`src/design/mpct_pkg.sv`:
```
package mpct_pkg;

    localparam int COORD_BITS_DEF = 12;
    localparam int CURSOR_W       = 12;
    localparam int SIZE_W         = 13;
    localparam int BUTTON_W       = 3;
    localparam int STATUS_W       = 3;

    localparam logic [7:0] HDR_SYNC     = 8'h08;
    localparam logic [7:0] HDR_OVERFLOW = 8'hC0;
    localparam logic [7:0] HDR_XSIGN    = 8'h10;
    localparam logic [7:0] HDR_YSIGN    = 8'h20;
    localparam logic [7:0] HDR_BUTTONS  = 8'h07;

    localparam logic [SIZE_W-1:0] WIDTH_RESET  = 13'd640;
    localparam logic [SIZE_W-1:0] HEIGHT_RESET = 13'd480;

    localparam logic CMD_DATA     = 1'b0;
    localparam logic CMD_RECENTER = 1'b1;

    localparam logic CFG_WIDTH  = 1'b0;
    localparam logic CFG_HEIGHT = 1'b1;

    localparam logic [STATUS_W-1:0] ST_STORED    = 3'd0;
    localparam logic [STATUS_W-1:0] ST_APPLIED   = 3'd1;
    localparam logic [STATUS_W-1:0] ST_OVERFLOW  = 3'd2;
    localparam logic [STATUS_W-1:0] ST_UNSYNCED  = 3'd3;
    localparam logic [STATUS_W-1:0] ST_RECENTER  = 3'd4;

    typedef enum logic [2:0] {
        PH_HEADER = 3'b001,
        PH_XMOVE  = 3'b010,
        PH_YMOVE  = 3'b100
    } t_phase;

    typedef struct packed {
        logic       cmd;
        logic [7:0] data_byte;
    } t_in_item;

    typedef struct packed {
        logic [CURSOR_W-1:0] cursor_x;
        logic [CURSOR_W-1:0] cursor_y;
        logic [BUTTON_W-1:0] button_bits;
        logic [STATUS_W-1:0] status;
    } t_out_item;

endpackage

```
`src/design/mouse_packet_cursor_tracker_unit.sv`:
```
// Throughput: one item per cycle unless the output stalls, which holds the item
// in the input register; the framer and cursor state close their update loop in
// the single compute stage between the input and result registers.
// Reset (i_rst_n low, synchronous) empties both stages, clears the framer,
// cursor and buttons, and loads a 640 by 480 screen size.
module mouse_packet_cursor_tracker_unit #(
    parameter int COORD_BITS = mpct_pkg::COORD_BITS_DEF
) (
    input  logic                              i_clk,
    input  logic                              i_rst_n,
    input  logic                              i_in_valid,
    output logic                              o_in_ready,
    input  mpct_pkg::t_in_item                i_in_item,
    output logic                              o_out_valid,
    input  logic                              i_out_ready,
    output mpct_pkg::t_out_item               o_out_item,
    input  logic                              i_cfg_we,
    input  logic                              i_cfg_idx,
    input  logic [mpct_pkg::SIZE_W-1:0]       i_cfg_data
);
    import mpct_pkg::*;

    localparam int SW = ((COORD_BITS > SIZE_W) ? COORD_BITS : SIZE_W) + 2;
    localparam logic [SW-1:0] COORD_MAX = SW'((64'd1 << COORD_BITS) - 64'd1);

    logic                  r_in_valid;
    t_in_item              r_in_item;
    logic                  r_out_valid;
    t_out_item             r_out_item;
    logic [SIZE_W-1:0]     r_width;
    logic [SIZE_W-1:0]     r_height;
    t_phase                r_phase;
    logic [7:0]            r_hdr;
    logic [7:0]            r_xmove;
    logic [COORD_BITS-1:0] r_pos_x;
    logic [COORD_BITS-1:0] r_pos_y;
    logic [BUTTON_W-1:0]   r_buttons;

    t_phase                n_phase;
    logic [7:0]            n_hdr;
    logic [7:0]            n_xmove;
    logic [COORD_BITS-1:0] n_pos_x;
    logic [COORD_BITS-1:0] n_pos_y;
    logic [BUTTON_W-1:0]   n_buttons;
    logic [STATUS_W-1:0]   n_status;

    logic                  fire;
    logic [SW-1:0]         lim_x;
    logic [SW-1:0]         lim_y;
    logic [SW-1:0]         half_x;
    logic [SW-1:0]         half_y;
    logic signed [SW-1:0]  nx;
    logic signed [SW-1:0]  ny;
    logic [COORD_BITS-1:0] clamp_x;
    logic [COORD_BITS-1:0] clamp_y;

    assign fire        = r_in_valid && (!r_out_valid || i_out_ready);
    assign o_in_ready  = !r_in_valid || fire;
    assign o_out_valid = r_out_valid;
    assign o_out_item  = r_out_item;

    always_comb begin
        logic [SW-1:0] sx;
        logic [SW-1:0] sy;
        sx = (r_width == '0) ? '0 : SW'(r_width - SIZE_W'(1));
        sy = (r_height == '0) ? '0 : SW'(r_height - SIZE_W'(1));
        lim_x  = (sx > COORD_MAX) ? COORD_MAX : sx;
        lim_y  = (sy > COORD_MAX) ? COORD_MAX : sy;
        half_x = SW'(r_width >> 1);
        half_y = SW'(r_height >> 1);
    end

    always_comb begin
        nx = $signed(SW'(r_pos_x))
            + SW'($signed({(r_hdr & HDR_XSIGN) != '0, r_xmove}));
        ny = $signed(SW'(r_pos_y))
            - SW'($signed({(r_hdr & HDR_YSIGN) != '0, r_in_item.data_byte}));
        if (nx[SW-1]) begin
            clamp_x = '0;
        end else if ($unsigned(nx) > lim_x) begin
            clamp_x = COORD_BITS'(lim_x);
        end else begin
            clamp_x = COORD_BITS'(nx);
        end
        if (ny[SW-1]) begin
            clamp_y = '0;
        end else if ($unsigned(ny) > lim_y) begin
            clamp_y = COORD_BITS'(lim_y);
        end else begin
            clamp_y = COORD_BITS'(ny);
        end
    end

    always_comb begin
        n_phase   = r_phase;
        n_hdr     = r_hdr;
        n_xmove   = r_xmove;
        n_pos_x   = r_pos_x;
        n_pos_y   = r_pos_y;
        n_buttons = r_buttons;
        n_status  = ST_STORED;
        if (r_in_item.cmd == CMD_RECENTER) begin
            n_pos_x  = COORD_BITS'((half_x > lim_x) ? lim_x : half_x);
            n_pos_y  = COORD_BITS'((half_y > lim_y) ? lim_y : half_y);
            n_status = ST_RECENTER;
        end else begin
            unique case (r_phase)
                PH_XMOVE: begin
                    n_xmove = r_in_item.data_byte;
                    n_phase = PH_YMOVE;
                end
                PH_YMOVE: begin
                    n_phase = PH_HEADER;
                    if ((r_hdr & HDR_OVERFLOW) != '0) begin
                        n_status = ST_OVERFLOW;
                    end else begin
                        n_pos_x   = clamp_x;
                        n_pos_y   = clamp_y;
                        n_buttons = BUTTON_W'(r_hdr & HDR_BUTTONS);
                        n_status  = ST_APPLIED;
                    end
                end
                default: begin
                    if ((r_in_item.data_byte & HDR_SYNC) != '0) begin
                        n_hdr   = r_in_item.data_byte;
                        n_phase = PH_XMOVE;
                    end else begin
                        n_phase  = PH_HEADER;
                        n_status = ST_UNSYNCED;
                    end
                end
            endcase
        end
    end

    always_ff @(posedge i_clk) begin
        if (!i_rst_n) begin
            r_in_valid  <= 1'b0;
            r_out_valid <= 1'b0;
            r_width     <= WIDTH_RESET;
            r_height    <= HEIGHT_RESET;
            r_phase     <= PH_HEADER;
            r_hdr       <= '0;
            r_xmove     <= '0;
            r_pos_x     <= '0;
            r_pos_y     <= '0;
            r_buttons   <= '0;
        end else begin
            if (o_in_ready) begin
                r_in_valid <= i_in_valid;
            end
            if (fire) begin
                r_out_valid <= 1'b1;
            end else if (i_out_ready) begin
                r_out_valid <= 1'b0;
            end
            if (i_cfg_we) begin
                unique case (i_cfg_idx)
                    CFG_WIDTH:  r_width  <= i_cfg_data;
                    CFG_HEIGHT: r_height <= i_cfg_data;
                    default:    r_width  <= r_width;
                endcase
            end
            if (fire) begin
                r_phase   <= n_phase;
                r_hdr     <= n_hdr;
                r_xmove   <= n_xmove;
                r_pos_x   <= n_pos_x;
                r_pos_y   <= n_pos_y;
                r_buttons <= n_buttons;
            end
        end
    end

    always_ff @(posedge i_clk) begin
        if (o_in_ready && i_in_valid) begin
            r_in_item <= i_in_item;
        end
        if (fire) begin
            r_out_item.cursor_x    <= CURSOR_W'(n_pos_x);
            r_out_item.cursor_y    <= CURSOR_W'(n_pos_y);
            r_out_item.button_bits <= n_buttons;
            r_out_item.status      <= n_status;
        end
    end

endmodule

```
`config.mk`:
```
export PLATFORM = sky130hd
export DESIGN_NAME = mouse_packet_cursor_tracker_unit
export DESIGN_NICKNAME = d
export VERILOG_FILES = /design/src/design/mpct_pkg.sv /design/src/design/mouse_packet_cursor_tracker_unit.sv
export SDC_FILE = /design/constraint.sdc
export NUM_CORES = 1
export LEC_CHECK = 0
export ABC_CLOCK_PERIOD_IN_PS = 5900
export BUFFER_PORTS_ARGS = -buffer_cell sky130_fd_sc_hd__clkbuf_2
export CORE_ASPECT_RATIO = 1.75
export CORE_UTILIZATION = 40
export DETAILED_ROUTE_END_ITERATION = 8
export HOLD_SLACK_MARGIN = 0.15
export PLACE_DENSITY = 0.55
export SYNTH_ARGS = -nofsm -noshare
export SYNTH_HDL_FRONTEND = slang
export SYNTH_SLANG_ARGS = --single-unit
export TNS_END_PERCENT = 20
```
`constraint.sdc`:
```
create_clock -name i_clk -period 5.9 [get_ports i_clk]
set_input_delay 1.18 -clock i_clk [delete_from_list [all_inputs] [get_ports i_clk]]
set_output_delay 1.18 -clock i_clk [all_outputs]
set_load 0.01 [all_outputs]
```
==> results of run 1 <==
-- worst paths after layout --
check	start	end	slack, ps	cells after the start
worst max-delay path	r_pos_x[0]$_SDFFE_PN0P_	o_out_item[21]$_DFFE_PP_	900	21
worst min-delay path	r_pos_y[6]$_SDFFE_PN0P_	r_pos_y[6]$_SDFFE_PN0P_	490	2
worst max register to register	r_pos_x[0]$_SDFFE_PN0P_	o_out_item[21]$_DFFE_PP_	900	21
worst min register to register	r_pos_y[6]$_SDFFE_PN0P_	r_pos_y[6]$_SDFFE_PN0P_	490	2
-- per-layer routing --
layer,global-route usage,vias up
li1,-,4161
met1,0.265,3952
met2,0.463,203
met3,0.0229,80
met4,0.160,0
met5,0,-
-- logic make-up (layout without fill, tap and decap cells) --
| kind of cell | Yosys count | after routing | synth area share |
|---|---|---|---|
| AO/OA/AOI/OAI | 314 | 314 | 0.253 |
| XOR/XNOR | 29 | 29 | 0.0293 |
| adder cells (fa/ha/maj) | 72 | 72 | 0.102 |
| buffers and inverters | 98 | 127 | 0.0463 |
| flip-flops | 112 | 112 | 0.295 |
| multiplexers | 28 | 28 | 0.0322 |
| other | 1 | 4 | 0.000420 |
| AND/OR/NAND/NOR | 445 | 445 | 0.241 |
-- Yosys cell counts, types with 5 or more instances --
cell type | instances | share of area
mux2_2 | 6 | 0.0076
and3_1 | 6 | 0.0042
or2_2 | 6 | 0.0042
o31ai_1 | 19 | 0.016
or3_1 | 12 | 0.0084
or4_1 | 6 | 0.0050
a21o_1 | 15 | 0.013
nand2_1 | 145 | 0.061
buf_2 | 7 | 0.0039
clkbuf_1 | 44 | 0.018
a31o_2 | 6 | 0.0059
o21a_1 | 10 | 0.0084
and2_1 | 8 | 0.0056
nand2b_1 | 22 | 0.015
o21ai_0 | 34 | 0.019
a21oi_1 | 84 | 0.047
nor4_1 | 8 | 0.0056
nor2b_1 | 16 | 0.011
a2111oi_0 | 7 | 0.0069
o211ai_1 | 11 | 0.0092
o311ai_1 | 5 | 0.0049
xor2_1 | 5 | 0.0049
ha_1 | 70 | 0.098
a311oi_1 | 12 | 0.012
a211oi_1 | 35 | 0.029
a211o_1 | 7 | 0.0069
nand3_1 | 42 | 0.024
nand4_1 | 9 | 0.0063
dfxtp_1 | 73 | 0.16
inv_1 | 36 | 0.015
edfxtp_1 | 39 | 0.13
nor4b_1 | 7 | 0.0069
mux2i_1 | 22 | 0.025
nor3_1 | 31 | 0.017
a31oi_1 | 9 | 0.0063
xnor2_1 | 23 | 0.023
nor2_1 | 108 | 0.045
-- through the flow --
| stage | hold WS [ps] | setup slack, ps | std cells |
|---|---|---|---|
| after CTS | 497 | 945 | 1427 |
| after detailed placement | 485 | 985 | 1411 |
| after global placement | 476 | 1060 | 1411 |
| after global routing | 524 | 471 | 1427 |
| after floorplan | 424 | 1490 | 1102 |
| final | 494 | 903 | 1427 |
-- flip-flops by register name, summed over array words and instances, names as in the netlist --
name	cells
o_out_item	30
r_height	13
r_width	13
r_pos_x	12
r_pos_y	12
r_in_item	9
r_xmove	8
r_hdr	7
r_buttons	3
r_phase	3
o_out_valid	1
r_in_valid	1
-- worst max-delay path, stage by stage, from the launching register on --
cell and delay [ps]:
dfxtp_1 340, ha_1 240, fa_1 420, a21oi_1 270, o2111ai_1 230, a31o_2 280
a21oi_1 140, nor2_1 50, nor2_1 90, nor2_1 50, nor2_1 100, xnor2_1 150
ha_1 280, a21o_1 160, a21oi_1 290, nand2_1 110, or3_1 340, a211oi_2 340
buf_4 230, or2_2 270, a311oi_1 180, a211oi_1 260
-- power by group through the flow --
stage / Combinational, mW / Sequential, mW / Clock [mW]
finish: 0.667 / 0.904 / 0.623
global route: 0.740 / 0.911 / 0.673
CTS: 0.666 / 0.905 / 0.641
detailed placement: 0.662 / 0.922 / 0
global placement: 0.659 / 0.922 / 0
floorplan: 0.490 / 0.897 / 0
-- cell type report --
class	count	area [sq um]
fillers	2304	12200
repair buffers	74	408
clock inverters	7	70.1
flip-flops and latches	112	2630
multi-input cells	892	5900
inverters	37	139
well taps	296	370
clock buffers	9	225
==> metrics, run 1 <==
synthesized cell area 8940 sq um; CP Launch Type flop; PwrDens 225 nW/um^2; Final nets 1226; first-pass GRT wire length 43300 um; commonest non-fill, non-tap cell in the layout nand2_1; drt wl/cell 19.5 um; hold buffers post-CTS 0; Core ar. 22000 sq um; Layout Area Growth over Synthesis 9.06%; DRT antenna net count 0; Max Fclk 200 MHz; Final Util 0.443; sequential power share 0.412; top sig layer met4; leakage power 3.89 nW; clock power share 0.284; Slew @ Worst Pin 972 ps; Post-CTS Setup Repair Bufs 0; Die ar. 23000 sq um; Synth cell types 90; dpl hpwl 21300 um; outcome complete, no violations; initial detailed-routing violation count 535; Net Sw Frac 0.363; post-CTS sizing 0; commonest non-fill, non-tap cells in the layout nand2_1, nor2_1, a21oi_1; post-synthesis sequential area ratio 0.295; H-Tree Depth 3; DR WL met3 733 um; Via density 5.88; CTS sink count 112; dpl cell area 9450 sq um; Die Y 200 um; synth warn 0; Starting Density 0.407; worst skew pair latency 370 ps; async set or reset register ratio after synthesis 0; Die X 115 um; cells after synthesis 1099; Max Slew Vio Count 0; clock buffer depth 2; worst hold path class flop to flop; Fin. Hold Viols 0; Final Cycle Share 0.847; Design Area, Final 9750 sq um; Metal-1 WL 10500 um; Overflow after GRT 0; DRT Pass-1 Iters 5; number of antenna diodes 0; Worst Setup End Kind flop; CP Max Fanout 11; # DRC 0; vias 8396; Met2 Wirelength 14900 um; overall routing resource usage 0.249; syn_area_per_cell 8.13 sq um; setup TNS 0 ps; CP required 6080 ps; CP arrival 5180 ps; Clock transition at path regs 80 ps; clk root buf clkbuf_16; layout cells sized above 1 0.117; Post-Route WL 27800 um; # IOs 60; vias in the first global route 8022; RSZ-0062 raised after global routing no; Yosys reg bits 112; IO buf count 59; Max-cap violations 0; Peak VDD IR 0.000135 V; CTS Buf Count 9; number of flops mapped to enable cells by yosys 39; overall power 2.19 mW; Net Sw Power 0.797 mW; ys flop type dfxtp_1; crit path kind flop to flop; Slew HR 0.351; fin crit period 5000 ps; internal power 1.40 mW; largest net degree at the start of global routing 52; placement row count 72; combinational power share 0.304; Final setup violation count 0; initial antenna violation count 0; TritonCTS clock tree done; Fin Clk Skew 11.2 ps; Routability Congestion 0.905
No activity file was read; power rests on OpenSTA's default activity.
==> inputs of run 2 (changes only) <==
ABC_CLOCK_PERIOD_IN_PS = 4650   (was 5900)
clock period = 4.65 ns   (was 5.9 ns; I/O delays follow)
==> run 2 against run 1 <==
Maximum frequency increased by 11%. Sequential share of layout area decreased by 1.2 points. Non-clock buffer count increased by 45. Die area unchanged. Wire length increased by 4.3%. Sequential power increased by 26%. Flip-flop and latch count unchanged. Critical path depth decreased by 4. Core utilization increased by 2.0 points. Register-to-register slack got worse by 740 ps. Critical path type unchanged. Critical endpoint is now o_out_item[29]$_DFFE_PP_. Largest cell class unchanged.
==> metrics, run 2 (synthesis results as in run 1) <==
outcome complete, no violations; # DRC 0; Via density 5.87; Largest register FFs 30; total stage count of the critical path 17; Slowest-stage cell, CP or4_1; Starting Density 0.407; Overflow after GRT 0; CP Launch Type flop; first-pass GRT wire length 44100 um; worst hold path class flop to flop; Cell Chain, Critical Path or4_1, nor2_4, a31oi_1, a41o_2, a21oi_2, inv_1, ha_1, nor2b_1, o21bai_1, nand3b_1, o2111a_1, or3_1, a211oi_2, buf_4, nor4b_1, a311oi_1, a21oi_1; clock buffer depth 2; clk root buf clkbuf_16; initial detailed-routing violation count 451; Reg2Reg Depth 17; dpl hpwl 22100 um; Slowest Stage Delay on Critical Path 600 ps; Die Y 200 um; Post-Route WL 29000 um; DRT Pass-1 Iters 5; Layout Area Growth over Synthesis 14.0%; initial antenna violation count 0; Slew HR 0.360; Fin. Hold Viols 0; Final Cycle Share 0.964; TritonCTS clock tree done; vias in the first global route 8131; leakage power 4.11 nW; Slew @ Worst Pin 959 ps; CTS Buf Count 9; CTS sink count 112; CP arrival 4610 ps; Final nets 1272; worst skew pair latency 380 ps; Max Slew Vio Count 0; IO buf count 59; Routability Congestion 0.906; Final setup violation count 0; CP required 4770 ps; CP Max Fanout 8; Die X 115 um; crit path kind flop to flop; Hold WS 481 ps; Top delay family on crit path compound AO/OA/AOI/OAI gates; # IOs 60; drt wl/cell 19.7 um; fin crit period 4480 ps; DRT antenna net count 0; RSZ-0062 raised after global routing yes; commonest non-fill, non-tap cell in the layout nand2_1; number of antenna diodes 0; layout cells sized above 1 0.166; Critical R2R Capture o_out_item[29]$_DFFE_PP_; Fin Clk Skew 12.3 ps; commonest non-fill, non-tap cells in the layout nand2_1, nor2_1, a21oi_1; setup TNS 0 ps; r2r setup slk 170 ps; Worst Setup End Kind flop; Die ar. 23000 sq um; Max-cap violations 0; Clock transition at path regs 80 ps; Setup crit end o_out_item[29]$_DFFE_PP_; PwrDens 282 nW/um^2; H-Tree Depth 3; CP startpoint r_width[0]$_SDFFE_PN0P_; overall routing resource usage 0.257; Worst Path Buf+Inv 2; overall power 2.87 mW; Core ar. 22000 sq um; vias 8648; hold_sp r_height[10]$_SDFFE_PN0P_; Max Fclk 223 MHz; worst r2r src r_width[0]$_SDFFE_PN0P_; largest net degree at the start of global routing 55; placement row count 72; Peak VDD IR 0.000192 V
[run 2: changes by cell type in the layout (fill, tap and decap cells not counted), moves of 2 or more]
cell	delta
a311oi_1	-2
buf_4	+44
a311oi_2	+2
a21oi_2	+2
a21oi_1	-3
[run 2: metrics by stage]
step	setup slack [ps]	std cells	utilization	area [sq um]
floorplan	237	1102	-	8950
global placement	62.6	1450	0.443	9740
detailed placement	17.7	1450	0.443	9740
CTS	46.8	1466	0.457	10000
global route	-32.9	1473	0.464	10200
finish	166	1473	0.464	10200
[run 2: how the worst min path moves through the flow]
stage / to / depth (start not counted)
floorplan: o_out_item[2]$_SDFFCE_PP1P_ / 0
global placement: r_height[10]$_SDFFE_PN0P_ / 2
CTS: r_height[10]$_SDFFE_PN0P_ / 2
global route: r_height[10]$_SDFFE_PN0P_ / 2
finish: r_height[10]$_SDFFE_PN0P_ / 2
detailed placement: r_height[10]$_SDFFE_PN0P_ / 2
[run 2: repair_timing]
item	4_1_cts	5_1_grt
gates resized for setup	1	24
endpoints found under the setup margin	1	24
buffers inserted	0	5
cloned	0	2
pin swaps	0	9
hold buffers	0	0
[run 2: final cells by class]
class                      count  area, sq um
clock inverter                 7         70.1
tap                          296          370
fill                        2287        11800
inverter                      37          139
sequential                   112         2630
multi-input combinational    893         6000
timing repair buffer         119          749
clock buffer                   9          225
[run 2: worst reg2reg max path: stages, from the launching register on]
cell and delay, ps:
dfxtp_1 350, or4_1 600, nor2_4 160, a31oi_1 90, a41o_2 330, a21oi_2 180
inv_1 100, ha_1 290, nor2b_1 140, o21bai_1 190, nand3b_1 120, o2111a_1 280
or3_1 390, a211oi_2 290, buf_4 230, nor4b_1 70, a311oi_1 340, a21oi_1 110
[run 2: metal layers]
layer,GRT usage,vias up,wire length [um]
met5,0,-,0
met4,0.166,0,1720
met3,0.0311,79,867
met2,0.483,202,15500
met1,0.264,4129,10900
li1,-,4238,-
[run 2: where the power goes]
| part | switching [mW] | internal [mW] |
|---|---|---|
| sequential | 0.0591 | 1.08 |
| clock | 0.418 | 0.380 |
| combinational | 0.573 | 0.367 |
| total | 1.05 | 1.82 |
==> inputs of run 3 (changes only) <==
--- a/config.mk
+++ b/config.mk
@@ -10,4 +10,6 @@
 export CORE_ASPECT_RATIO = 1.75
 export CORE_UTILIZATION = 40
+export CTS_CLUSTER_DIAMETER = 120
+export CTS_CLUSTER_SIZE = 16
 export DETAILED_ROUTE_END_ITERATION = 8
 export HOLD_SLACK_MARGIN = 0.15
==> constraint.sdc (replaced) <==
create_clock -name i_clk -period 4.65 [get_ports i_clk]
set_input_delay 0.2325 -clock i_clk [delete_from_list [all_inputs] [get_ports i_clk]]
set_output_delay 0.2325 -clock i_clk [all_outputs]
set_load 0.01 [all_outputs]
==> run 3 against run 2 <==
Hold slack got worse by 190 ps. Register-to-register slack improved by 40 ps. Wire length rose by 0.33%. Via count increased by 0.67%. Non-clock buffer count is 23 higher.
==> metrics, run 3 (synthesis results as in run 1) <==
outcome complete, no violations; Worst Path Buf+Inv 3; Starting Density 0.407; Slowest-stage cell, CP or3b_2; vias 8706; CTS Buf Count 9; clock buffer depth 2; initial antenna violation count 0; DRT antenna net count 0; hold_sp i_rst_n; initial detailed-routing violation count 469; Die X 115 um; r2r setup slk 200 ps; CP Max Fanout 8; commonest non-fill, non-tap cells in the layout nand2_1, nor2_1, a21oi_1; GR met2 Demand/Resource 0.484; RSZ-0062 raised after global routing yes; Max Slew Vio Count 0; CP required 4790 ps; Fin Clk Skew 14.1 ps; worst r2r src r_width[1]$_SDFFE_PN0P_; Slew HR 0.350; Finished Layout Cells 1495; first-pass GRT wire length 44300 um; drt wl/cell 19.5 um; overall routing resource usage 0.256; Reg2Reg Depth 18; Die Y 200 um; Cell Chain, Critical Path inv_1, ha_1, or3b_2, nor2_1, a41o_2, a21oi_1, inv_1, ha_1, nor2b_1, o21bai_1, nand3b_1, o2111a_1, or3_1, a211oi_2, buf_6, nor4b_1, a311o_1, o21a_1; fin crit period 4450 ps; # IOs 60; dpl hpwl 21900 um; layout cells sized above 1 0.156; placement row count 72; number of antenna diodes 0; CTS sink count 112; Top delay family on crit path compound AO/OA/AOI/OAI gates; vias in the first global route 8310; worst hold path class primary input to flop; Via density 5.82; Worst Setup End Kind flop; TritonCTS clock tree done; Final Cycle Share 0.956; hold-critical path depth 2; crit path kind flop to flop; layout filler cell count 2253; Placed Cells incl. Taps 1449; Max Fclk 225 MHz; Critical R2R Capture o_out_item[20]$_DFFE_PP_; Slew @ Worst Pin 972 ps; worst skew pair latency 370 ps; Core ar. 22000 sq um; Die ar. 23000 sq um; clk root buf clkbuf_16; CP Launch Type flop; Overflow after GRT 0; DRT Pass-1 Iters 5; M1 GR Usage 0.262; IO buf count 59; busiest grt layer met2; Post-Route WL 29100 um; Layout Area Growth over Synthesis 16.2%; H-Tree Depth 3; CP arrival 4580 ps; commonest non-fill, non-tap cell in the layout nand2_1; largest net degree at the start of global routing 55; leakage power 4.20 nW; Largest register FFs 30; Routability Congestion 0.905; Hold WS 286 ps; Hold Path End r_width[9]$_SDFFE_PN1P_; Final nets 1294; # DRC 0; PwrDens 277 nW/um^2; Slowest Stage Delay on Critical Path 530 ps; met3 usage 0.0278; Peak VDD IR 0.000174 V; Final setup violation count 0; Fin. Hold Viols 0; Clock transition at path regs 90 ps; Max-cap violations 0
[run 3: stage by stage]
step / instance area [sq um] / utilization / TNS (ps) / power, mW / worst slack [ps]
global placement: 9740 / 0.443 / 0 / 2.05 / 70.2
finish: 10400 / 0.473 / 0 / 2.88 / 204
global route: 10400 / 0.473 / -310 / 3.04 / -55.3
CTS: 10300 / 0.467 / 0 / 2.87 / 16.5
floorplan: 8950 / - / 0 / 1.76 / 237
detailed placement: 9740 / 0.443 / 0 / 2.06 / 49.6
[run 3: repair_timing]
item | in CTS | in global routing
setup buffers | 0 | 5
endpoints found under the setup margin | 0 | 24
endpoints found under the hold margin | 37 | 0
resized for setup | 0 | 19
hold buffers | 24 | 0
[run 3: worst max-delay path by stage]
stage,from,cells after the start,slack [ps],endpoint
after floorplan,r_width[1]$_SDFFE_PN0P_,18,240,o_out_item[20]$_DFFE_PP_
after global placement,r_xmove[0]$_SDFFE_PN0P_,21,70,r_pos_x[0]$_SDFFE_PN0P_
after detailed placement,r_pos_x[6]$_SDFFE_PN0P_,14,50,r_pos_x[8]$_SDFFE_PN0P_
after CTS,r_pos_x[6]$_SDFFE_PN0P_,14,20,r_pos_x[11]$_SDFFE_PN0P_
after global routing,r_width[1]$_SDFFE_PN0P_,20,-60,o_out_item[22]$_DFFE_PP_
final,r_width[1]$_SDFFE_PN0P_,18,200,o_out_item[20]$_DFFE_PP_
[run 3: final cells by class]
cell class                 count  area, sq um  area share
tap                          296          370      0.0357
clock inverter                 6         60.1     0.00578
inverter                      37          139      0.0134
clock buffer                  10          229      0.0220
sequential                   112         2630       0.253
timing repair buffer         142          982      0.0946
multi-input combinational    892         5970       0.575
[run 3: routing by layer]
metal	wire (um)	up-vias
met4	1620	0
met1	10800	4166
met3	803	80
met5	0	-
li1	-	4270
met2	15800	190
[run 3: worst reg2reg max path, delay by kind of cell, from the launching register on]
family                   cells  cell delay [ps]
adder cells (fa/ha/maj)      2              430
buffers and inverters        3              400
flip-flops                   1              370
AO/OA/AOI/OAI                7             1650
AND/OR/NAND/NOR              6             1360
[run 3: power breakdown]
group          switching (mW)  internal (mW)  total [mW]  leakage, nW
combinational           0.571          0.377       0.948         3.09
clock                   0.417          0.379       0.796        0.141
sequential             0.0594           1.08        1.14        0.969
total                    1.05           1.83        2.88         4.20
